$ cat src/cist_pkg.sv
`timescale 1ns / 1ps
package cist_pkg;

  localparam int CARD_ID_W = 40;
  localparam int CMD_W     = 2;
  localparam int STATUS_W  = 3;

  localparam logic [CMD_W-1:0] CMD_SEARCH = 2'd0;
  localparam logic [CMD_W-1:0] CMD_STORE  = 2'd1;
  localparam logic [CMD_W-1:0] CMD_CLEAR  = 2'd2;

  localparam logic [STATUS_W-1:0] ST_EMPTY   = 3'd0;
  localparam logic [STATUS_W-1:0] ST_FIRST   = 3'd1;
  localparam logic [STATUS_W-1:0] ST_LATER   = 3'd2;
  localparam logic [STATUS_W-1:0] ST_NONE    = 3'd3;
  localparam logic [STATUS_W-1:0] ST_STORED  = 3'd4;
  localparam logic [STATUS_W-1:0] ST_FULL    = 3'd5;
  localparam logic [STATUS_W-1:0] ST_CLEARED = 3'd6;

  typedef enum logic {
    S_IDLE,
    S_SCAN
  } state_t;

  // controller -> datapath
  typedef struct packed {
    logic                load;
    logic                advance;
    logic                write;
    logic                clear_all;
    logic                finish;
    logic [STATUS_W-1:0] status;
  } dp_cmd_t;

  // datapath -> controller
  typedef struct packed {
    logic [CMD_W-1:0] command;
    logic             first;
    logic             last;
    logic             hit;
    logic             free;
  } dp_stat_t;

endpackage

$ cat src/cist_ctrl.sv
`timescale 1ns / 1ps
module cist_ctrl (
  input  logic                clk,
  input  logic                rst,
  input  logic                start,
  input  cist_pkg::dp_stat_t  dp_stat,
  output cist_pkg::dp_cmd_t   dp_cmd,
  output logic                busy
);

  cist_pkg::state_t state, state_next;

  always_ff @(posedge clk) begin
    if (rst) begin
      state <= cist_pkg::S_IDLE;
    end else begin
      state <= state_next;
    end
  end

  always_comb begin
    state_next = state;
    unique case (state)
      cist_pkg::S_IDLE: begin
        if (start) begin
          state_next = cist_pkg::S_SCAN;
        end
      end
      cist_pkg::S_SCAN: begin
        if (dp_cmd.finish) begin
          state_next = cist_pkg::S_IDLE;
        end
      end
      default: state_next = cist_pkg::S_IDLE;
    endcase
  end

  // one slot examined per scan cycle
  always_comb begin
    dp_cmd = '0;
    unique case (state)
      cist_pkg::S_IDLE: begin
        dp_cmd.load = start;
      end
      cist_pkg::S_SCAN: begin
        unique case (dp_stat.command)
          cist_pkg::CMD_SEARCH: begin
            if (dp_stat.first && dp_stat.free) begin
              dp_cmd.finish = 1'b1;
              dp_cmd.status = cist_pkg::ST_EMPTY;
            end else if (dp_stat.hit) begin
              dp_cmd.finish = 1'b1;
              dp_cmd.status = dp_stat.first ? cist_pkg::ST_FIRST : cist_pkg::ST_LATER;
            end else if (dp_stat.last) begin
              dp_cmd.finish = 1'b1;
              dp_cmd.status = cist_pkg::ST_NONE;
            end else begin
              dp_cmd.advance = 1'b1;
            end
          end
          cist_pkg::CMD_STORE: begin
            if (dp_stat.free) begin
              dp_cmd.write  = 1'b1;
              dp_cmd.finish = 1'b1;
              dp_cmd.status = cist_pkg::ST_STORED;
            end else if (dp_stat.last) begin
              dp_cmd.finish = 1'b1;
              dp_cmd.status = cist_pkg::ST_FULL;
            end else begin
              dp_cmd.advance = 1'b1;
            end
          end
          cist_pkg::CMD_CLEAR: begin
            dp_cmd.clear_all = 1'b1;
            dp_cmd.finish    = 1'b1;
            dp_cmd.status    = cist_pkg::ST_CLEARED;
          end
          default: begin
            dp_cmd.finish = 1'b1;
            dp_cmd.status = cist_pkg::ST_NONE;
          end
        endcase
      end
      default: dp_cmd = '0;
    endcase
  end

  assign busy = (state != cist_pkg::S_IDLE);

endmodule

$ cat src/cist_dp.sv
`timescale 1ns / 1ps
module cist_dp #(
  parameter int NUM_SLOTS = 32,
  parameter int ID_BYTES  = 5
) (
  input  logic                                clk,
  input  logic                                rst,
  input  cist_pkg::dp_cmd_t                   dp_cmd,
  input  logic [cist_pkg::CMD_W-1:0]          command,
  input  logic [cist_pkg::CARD_ID_W-1:0]      card_id,
  output cist_pkg::dp_stat_t                  dp_stat,
  output logic [cist_pkg::STATUS_W-1:0]       status,
  output logic                                done
);

  // stored id width is ID_BYTES bytes, capped at the port width; card_id bits above it are ignored
  localparam int ID_W  = (ID_BYTES * 8 < cist_pkg::CARD_ID_W) ? ID_BYTES * 8
                                                               : cist_pkg::CARD_ID_W;
  localparam int IDX_W = (NUM_SLOTS > 1) ? $clog2(NUM_SLOTS) : 1;
  localparam logic [IDX_W-1:0] LAST_IDX = IDX_W'(NUM_SLOTS - 1);

  logic [ID_W-1:0]            mem [NUM_SLOTS];
  logic [NUM_SLOTS-1:0]       valid;
  logic [IDX_W-1:0]           idx, idx_next;
  logic [ID_W-1:0]            id_reg;
  logic [cist_pkg::CMD_W-1:0] cmd_reg;
  logic [ID_W-1:0]            rd_data;
  logic                       rd_valid;
  logic [ID_W-1:0]            rd_word;

  always_comb begin
    if (dp_cmd.load || dp_cmd.finish) begin
      idx_next = '0;
    end else if (dp_cmd.advance) begin
      idx_next = idx + 1'b1;
    end else begin
      idx_next = idx;
    end
  end

  always_ff @(posedge clk) begin
    if (rst) begin
      idx   <= '0;
      valid <= '0;
      done  <= 1'b0;
    end else begin
      idx  <= idx_next;
      done <= dp_cmd.finish;
      if (dp_cmd.clear_all) begin
        valid <= '0;
      end else if (dp_cmd.write) begin
        valid[idx] <= 1'b1;
      end
    end
  end

  always_ff @(posedge clk) begin
    if (dp_cmd.load) begin
      id_reg  <= card_id[ID_W-1:0];
      cmd_reg <= command;
    end
    if (dp_cmd.finish) begin
      status <= dp_cmd.status;
    end
  end

  // slot memory, registered read of the slot the scan looks at next
  always_ff @(posedge clk) begin
    if (dp_cmd.write) begin
      mem[idx] <= id_reg;
    end
    rd_data  <= mem[idx_next];
    rd_valid <= valid[idx_next];
  end

  // a never-written slot reads as free
  assign rd_word = rd_valid ? rd_data : '0;

  assign dp_stat.command = cmd_reg;
  assign dp_stat.first   = (idx == '0);
  assign dp_stat.last    = (idx == LAST_IDX);
  assign dp_stat.hit     = (rd_word == id_reg);
  assign dp_stat.free    = (rd_word == '0);

endmodule

$ cat src/card_id_slot_table_top.sv
`timescale 1ns / 1ps
// Walk: search and store examine slots from slot 0 and stop at the first slot that
//   decides the status, clear and the reserved command without a walk; the status strobe follows.
// Items: a new item is taken only while busy is low, after the one-slot-per-cycle
//   walk over the slot memory read port for the last item has ended.
// Reset (rst, synchronous, active high) frees every slot at once via the valid
//   bits; items are taken from the first cycle after reset. No receiver stall.
module card_id_slot_table_top #(
  parameter int NUM_SLOTS = 32,
  parameter int ID_BYTES  = 5
) (
  input  logic                                clk,
  input  logic                                rst,
  input  logic                                start,
  output logic                                busy,
  input  logic [cist_pkg::CMD_W-1:0]          command,
  input  logic [cist_pkg::CARD_ID_W-1:0]      card_id,
  output logic                                done,
  output logic [cist_pkg::STATUS_W-1:0]       status
);

  cist_pkg::dp_cmd_t  dp_cmd;
  cist_pkg::dp_stat_t dp_stat;

  // sequencer: walks the slots and decides the status
  cist_ctrl u_ctrl (
    .clk     (clk),
    .rst     (rst),
    .start   (start),
    .dp_stat (dp_stat),
    .dp_cmd  (dp_cmd),
    .busy    (busy)
  );

  // slot memory, valid bits, scan index and result register
  cist_dp #(
    .NUM_SLOTS (NUM_SLOTS),
    .ID_BYTES  (ID_BYTES)
  ) u_dp (
    .clk     (clk),
    .rst     (rst),
    .dp_cmd  (dp_cmd),
    .command (command),
    .card_id (card_id),
    .dp_stat (dp_stat),
    .status  (status),
    .done    (done)
  );

endmodule

$ cat config.mk
export PLATFORM = sky130hd
export DESIGN_NAME = card_id_slot_table_top
export DESIGN_NICKNAME = d
export VERILOG_FILES = /design/src/cist_pkg.sv /design/src/cist_ctrl.sv /design/src/cist_dp.sv /design/src/card_id_slot_table_top.sv
export SDC_FILE = /design/constraint.sdc
export NUM_CORES = 2
export LEC_CHECK = 0
export BUFFER_PORTS_ARGS = -buffer_cell sky130_fd_sc_hd__buf_4
export CAP_MARGIN = 25
export CELL_PAD_IN_SITES_DETAIL_PLACEMENT = 0
export CELL_PAD_IN_SITES_GLOBAL_PLACEMENT = 1
export CORE_AREA = 2 2 401 403
export CTS_CLUSTER_DIAMETER = 60
export DETAILED_ROUTE_END_ITERATION = 12
export DIE_AREA = 0 0 403 405
export PLACE_DENSITY_LB_ADDON = 0.1
export SLEW_MARGIN = 20
export SYNTH_ARGS = -nofsm -noshare
export SYNTH_HDL_FRONTEND = slang
export SYNTH_SLANG_ARGS = --single-unit
$ cat constraint.sdc
create_clock -name clk -period 5.64 [get_ports clk]
set_input_delay 1.128 -clock clk [delete_from_list [all_inputs] [get_ports clk]]
set_output_delay 1.128 -clock clk [all_outputs]
set_load 0.1 [all_outputs]
=== After elaboration in Yosys (flattened, before gate mapping) ===
Memory sizes are Yosys's and may differ from the RTL's. A register that Yosys moved wholly into a read port is not among the register bits.
Cells that the tools add are included.

* Register bits: 85
* Bits in latches: 0
* RAM bits: 1280
* ROM bits: 0
* Input bits: 45
* Output and inout port bits: 5
* Word-level logic and storage cells: 55
* Memories: 1

* $add $sub $neg: 1
* Multiply operators: 0
* Divide/modulo/power cells: 0
* $lt $le $gt $ge: 3
* Equal/unequal tests: 4
* Shift operators: 0
* Multiplexer cells: 29
* Bitwise operators: 2
* Reductions and logical operators: 7

{| class="wikitable"
|+ Memories
! memory !! depth !! bits a word !! read ports !! clocked after Yosys merged registers in !! wr ports !! RTL line !! text
|-
| u_dp.mem || 32 || 40 || 1 || 1 || 1 || cist_dp.sv:22 || <nowiki>logic [ID_W-1:0] mem [NUM_SLOTS];</nowiki>
|}

{| class="wikitable"
|+ Operators with widths
! operator !! number
|-
| equality test 40 bit || 1
|-
| logical NOT 40 bit || 1
|-
| two-way mux 40 bit || 1
|-
| OR 32 bit || 1
|-
| two-way mux 4 bit || 5
|-
| two-way mux 1 bit || 14
|-
| less-than comparator 5 x 6 -> 1 bit, second input constant || 2
|-
| case mux 4 bit (3 select lines) || 1
|-
| two-way mux 5 bit || 2
|-
| two-way mux 7 bit || 1
|-
| adder 5 x 1 -> 5 bit, second input constant || 1
|-
| binary-select mux 1 bit (select 5 bit) || 1
|-
| demux 1 bit (select 5 bit) || 1
|-
| equality test 5 bit, second input constant || 1
|-
| >= comparator 5 x 1 -> 1 bit, second input constant || 1
|-
| logical NOT 5 bit || 1
|-
| case mux 1 bit (2 select lines) || 2
|-
| equality test 2 x 1 -> 1 bit, second input constant || 1
|-
| equality test 2 bit, second input constant || 1
|-
| logical AND 1 bit || 2
|-
| logical NOT 2 bit || 1
|-
| two-way mux 2 bit || 1
|-
| OR reduction 2 bit || 1
|-
| logical OR 1 bit || 1
|-
| inverter 1 bit || 1
|}

=== Depth between registers and ports, before layout ===
* Word-level depth: 10
* Gate-level depth with buffers: 18
* Gate-level depth less buffers: 14

=== Modules after synthesis ===
From an unflattened synthesis, not the netlist that was laid out.

* Cell total of the unflattened synthesis: 4141
* Area, all modules: 55275.5 sq um

{| class="wikitable"
|+ Modules (own cells, without submodules)
! module !! instances !! cells an instance !! area an instance (sq um)
|-
| cist_dp || 1 || 4111 || 55090.3
|-
| cist_ctrl || 1 || 30 || 185.2
|}

=== Least setup slack after synthesis ===
OpenSTA, ideal clock, no wires.

* Path kind: register -> register
* From: register u_ctrl.state (netlist: u_ctrl.busy)
* To: memory u_dp.mem[0][0] (netlist bit) (enable)
* Library setup time: 0.540 ns
* Arrival: 5.364 ns
* Required time: 5.100 ns
* Path slack: -0.264 ns
* Cell stages (with the launch flop): 4
* Buffers on the path: 1
* Period minus slack after synthesis: 5.904 ns
* Cells stage by stage: dfxtp_1 inv_1 clkbuf_1 nor4_1

* Longest elaborated chain between the ends: 3

{| class="wikitable"
|+ Ends and longest elaborated chain
! what !! RTL line !! text
|-
| from (decl) || cist_ctrl.sv:11 || <nowiki>cist_pkg::state_t state, state_next;</nowiki>
|-
| from (signal assigned) || cist_ctrl.sv:15 || <nowiki>state <= cist_pkg::S_IDLE;</nowiki>
|-
| from (signal assigned) || cist_ctrl.sv:17 || <nowiki>state <= state_next;</nowiki>
|-
| two-way mux 7 bit || cist_ctrl.sv:41 || <nowiki>unique case (state)</nowiki>
|-
| two-way mux 1 bit || cist_dp.sv:69 || <nowiki>if (dp_cmd.write) begin</nowiki>
|-
| two-way mux 1 bit (not written as such) || cist_dp.sv:70 || <nowiki>mem[idx] <= id_reg;</nowiki>
|-
| to (decl) || cist_dp.sv:22 ||
|}

Every way passes these cells.

=== Final worst setup path ===
* From: register u_dp.rd_data[0], read port of u_dp.mem
* To: register u_dp.rd_data[5], read port of u_dp.mem

* Longest elaborated chain between the ends: 8

{| class="wikitable"
|+ Ends and longest elaborated chain
! what !! RTL line !! text
|-
| from (decl) || cist_dp.sv:27 || <nowiki>logic [ID_W-1:0] rd_data;</nowiki>
|-
| two-way mux 40 bit (*) || cist_dp.sv:77 || <nowiki>assign rd_word = rd_valid ? rd_data : '0;</nowiki>
|-
| equality test 40 bit / logical NOT 40 bit (equally long branches) || cist_dp.sv:82, cist_dp.sv:83 ||
|-
| two-way mux 1 bit (tied with other cells) || cist_ctrl.sv:51 || <nowiki>end else if (dp_stat.hit) begin</nowiki>
|-
| two-way mux 1 bit / two-way mux 4 bit (equally long branches) || cist_ctrl.sv:48 || <nowiki>if (dp_stat.first && dp_stat.free) begin</nowiki>
|-
| case mux 1 bit (2 select lines) / case mux 4 bit (3 select lines) (equally long branches) || cist_ctrl.sv:46 || <nowiki>unique case (dp_stat.command)</nowiki>
|-
| two-way mux 7 bit (*) || cist_ctrl.sv:41 ||
|-
| two-way mux 5 bit / logical OR 1 bit (equally long branches) || cist_dp.sv:34, cist_dp.sv:32 ||
|-
| two-way mux 5 bit (*) || cist_dp.sv:32 || <nowiki>if (dp_cmd.load || dp_cmd.finish) begin</nowiki>
|}

Mark *: on every way between the ends. The rest lies on a longest branch, timed or not.
A chain may end at the register's enable or synchronous reset.

==> summary.md <==
| Metric | Value |
|---|---|
| Status | complete, no violations |
| Initial Util | 34.8% |
| Worst setup path startpoint | u_dp.rd_data[0] |
| Yosys warns | 0 |
| GPL Wtd Cong | 0.808 |
| Fin worst setup slack | 728 ps |
| Max-cap viol count | 0 |
| Setup Total Neg Slack | 0 ps |
| Io pins | 50 |
| DRC Markers | 0 |
| Most frequent cells in the layout | 1325 x edfxtp_1, 818 x nand2_1, 241 x mux2i_1 |
| Worst VDD drop | 309 uV |
| RSZ-0062 raised after global routing | false |
| Period minus WS final | 4910 ps |
| Rel. slew slack | 30.0% |
| Critical path data required time | 6150 ps |
| Vias per Instance | 5.36 |
| Mapped Avg Cell Area | 14.4 um^2 |
| Setup Fix Bufs, Post-CTS | 0 |
| Achievable frequency | 0.204 GHz |
| Clock Skew | 30.8 ps |
| Max FFs per register | 1280 |
| Hold Crit Start | u_dp.valid[4] |
| Via Count | 33529 |
| WL per Instance | 29.9 um |
| Synth Flop Type | edfxtp_1 |
| Total Wirelength | 187000 um |
| Initial antenna violation count | 7 |
| WS Path Type | flop to flop |
| Pre-antenna DRT Iters | 5 |
| Met2 Resource Use GR | 37.6% |
| Core Region | 0.159 mm^2 |
| Syn Std Cell Area | 0.0554 mm^2 |
| CP max FO | 27 |
| Sequential fraction of the synthesis area | 74.7% |
| Grt met1 use | 32.0% |
| Data arrival, critical path | 5430 ps |
| Syn_nets | 3908 |
| Drt first-iter violations | 2933 |
| Hold Crit Class | flop to flop |
| H-Tree Depth | 4 |
| Post-cts resize count | 0 |
| Pre-CTS setup slack | 676 ps |
| Antenna-violating nets left | 0 |
| CTS root buf | clkbuf_16 |
| Commonest non-fill, non-tap cell in the layout | edfxtp_1 |
| Asr flop ratio synth | 0% |
| Row count | 147 |
| Antenna diode count | 0 |
| Port bufs | 49 |
| Clock sink total | 1405 |
| First-pass GRT wire length | 262000 um |
| Num CTS Buffers | 163 |
| Clock Path Buffers | 3 |
| Critical Path Source Type | flop |
| Slew Limit Fails | 0 |
| Power per cell area | 343 mW/mm^2 |
| Largest net degree at the start of global routing | 104 |
| Number of synthesized flops with an enable pin | 1325 |
| Top Usage Layer GRT | met2 |
| Endpoints failing hold | 0 |
| Cell count after synthesis | 3858 |
| CTS tree | done |
| Worst-Margin Slew | 1050 ps |
| Reg2reg start | u_dp.rd_data[0] |
| M3 GR Usage | 3.12% |
| Die Width | 403 um |
| Synth-to-Final Area Change | 17.2% |
| Share of post-route cells with drive strength above 1 | 13.5% |
| Vias in the first global route | 33022 |
| CTS hold repair buffers | 0 |
| Pleak | 22.4 nW |
| Yosys reg bits | 1405 |
| Total die area | 0.163 mm^2 |
| Final setup fails | 0 |
| # nets final | 4082 |
| Pwr Total | 22.2 mW |
| CTS clk-pin slew, worst paths | 60 ps |
| Period utilization | 87.1% |
| GRT Overall Usage | 22.8% |
| Gr ovfl total | 0 |
| Die Y | 405 um |
| HPWL after DPL | 107000 um |
| Synth unique cells | 61 |
| Worst setup EP type | flop |
| Skew-Pair Late Insertion Delay | 800 ps |
## power breakdown
part	internal, mW	switching [mW]
Clock	6.01	4.32
Sequential	11.5	0.0812
Combinational	0.0965	0.276
Total	17.6	4.68
## final cells by class
cell class | count | area [um^2]
inverters | 8 | 32.5
clock inverters | 78 | 667
fillers | 14701 | 94400
multi-input cells | 2202 | 13200
repair buffers | 252 | 2470
flip-flops and latches | 1405 | 41400
clock buffers | 228 | 4570
well taps | 2086 | 2610
## kinds of logic (layout without fill, tap and decap cells)
| kind of cell | Yosys count | after routing | synth area share [%] |
|---|---|---|---|
| AO/OA/AOI/OAI | 423 | 423 | 5.90 |
| XOR/XNOR | 20 | 20 | 0.316 |
| adder cells (fa/ha/maj) | 5 | 5 | 0.113 |
| buffers and inverters | 251 | 566 | 2.18 |
| flip-flops | 1405 | 1405 | 74.7 |
| multiplexers | 241 | 241 | 4.36 |
| AND/OR/NAND/NOR | 1513 | 1513 | 12.4 |
## synth_stat cells (6+ instances only)
library cell  count  share of area (%)
xor2_1           10               0.16
a22oi_1          23               0.31
a21oi_1          15               0.14
nand4_1          95                1.1
buf_1            16               0.11
mux2i_1         241                4.4
o21ba_2           6               0.11
a311oi_1         79                1.2
buf_4            27               0.37
nor4_1           55               0.62
buf_2           102               0.92
clkbuf_1         93               0.63
xnor2_1          10               0.16
nor2_1          119               0.81
nor3_2           10               0.18
nand2_1         819                5.6
nor4bb_1          8               0.14
inv_1             8              0.054
and2_1           72               0.81
dfxtp_1          80                2.9
nor3_1          191                1.7
edfxtp_1       1325                 72
nand3b_1         12               0.16
a211oi_1        118                1.6
a32oi_1          41               0.65
nand3_1          97               0.88
a22o_1           46               0.73
o21ai_0          58               0.52
and2_0           11               0.12
o22ai_1          10               0.11
## stage by stage
stage | instance area, um^2 | cells | hold slack, ps | util (%)
final | 64900 | 6259 | 473 | 40.7
after global routing | 64900 | 6259 | 462 | 40.7
after CTS | 64900 | 6259 | 439 | 40.7
after detailed placement | 59700 | 5953 | 460 | 37.5
after global placement | 59600 | 5952 | 450 | 37.4
after floorplan | 55400 | 3858 | 440 | -
## worst max-delay path, cell delays in order, from the launching register on
cell      delay (ps)
dfxtp_1          410
nor4_1           470
buf_4            190
nand4_1          190
o31ai_4          560
nor3_1           210
mux2i_1          400
o21a_4           590
buf_12           290
buf_4            280
mux2i_1          210
nor3_1            60
a211oi_1         300
nand4_1          420
## final timing paths
kind	endpoint	slack, ps	depth (start not counted)
setup / recovery	u_dp.rd_data[5]	730	13
hold / removal	u_dp.valid[4]	470	2
setup reg to reg	u_dp.rd_data[5]	730	13
hold reg to reg	u_dp.valid[4]	470	2
## routing by layer
| metal | share of wire [%] | wire length, um | vias up |
|---|---|---|---|
| met5 | 0 | 0 | - |
| met4 | 1.8 | 3360 | 0 |
| met3 | 4.3 | 8020 | 211 |
| met2 | 48 | 89500 | 810 |
| met1 | 46 | 86000 | 17450 |
| li1 | - | - | 15058 |
Note: power is estimated with default switching activity, not from simulation.
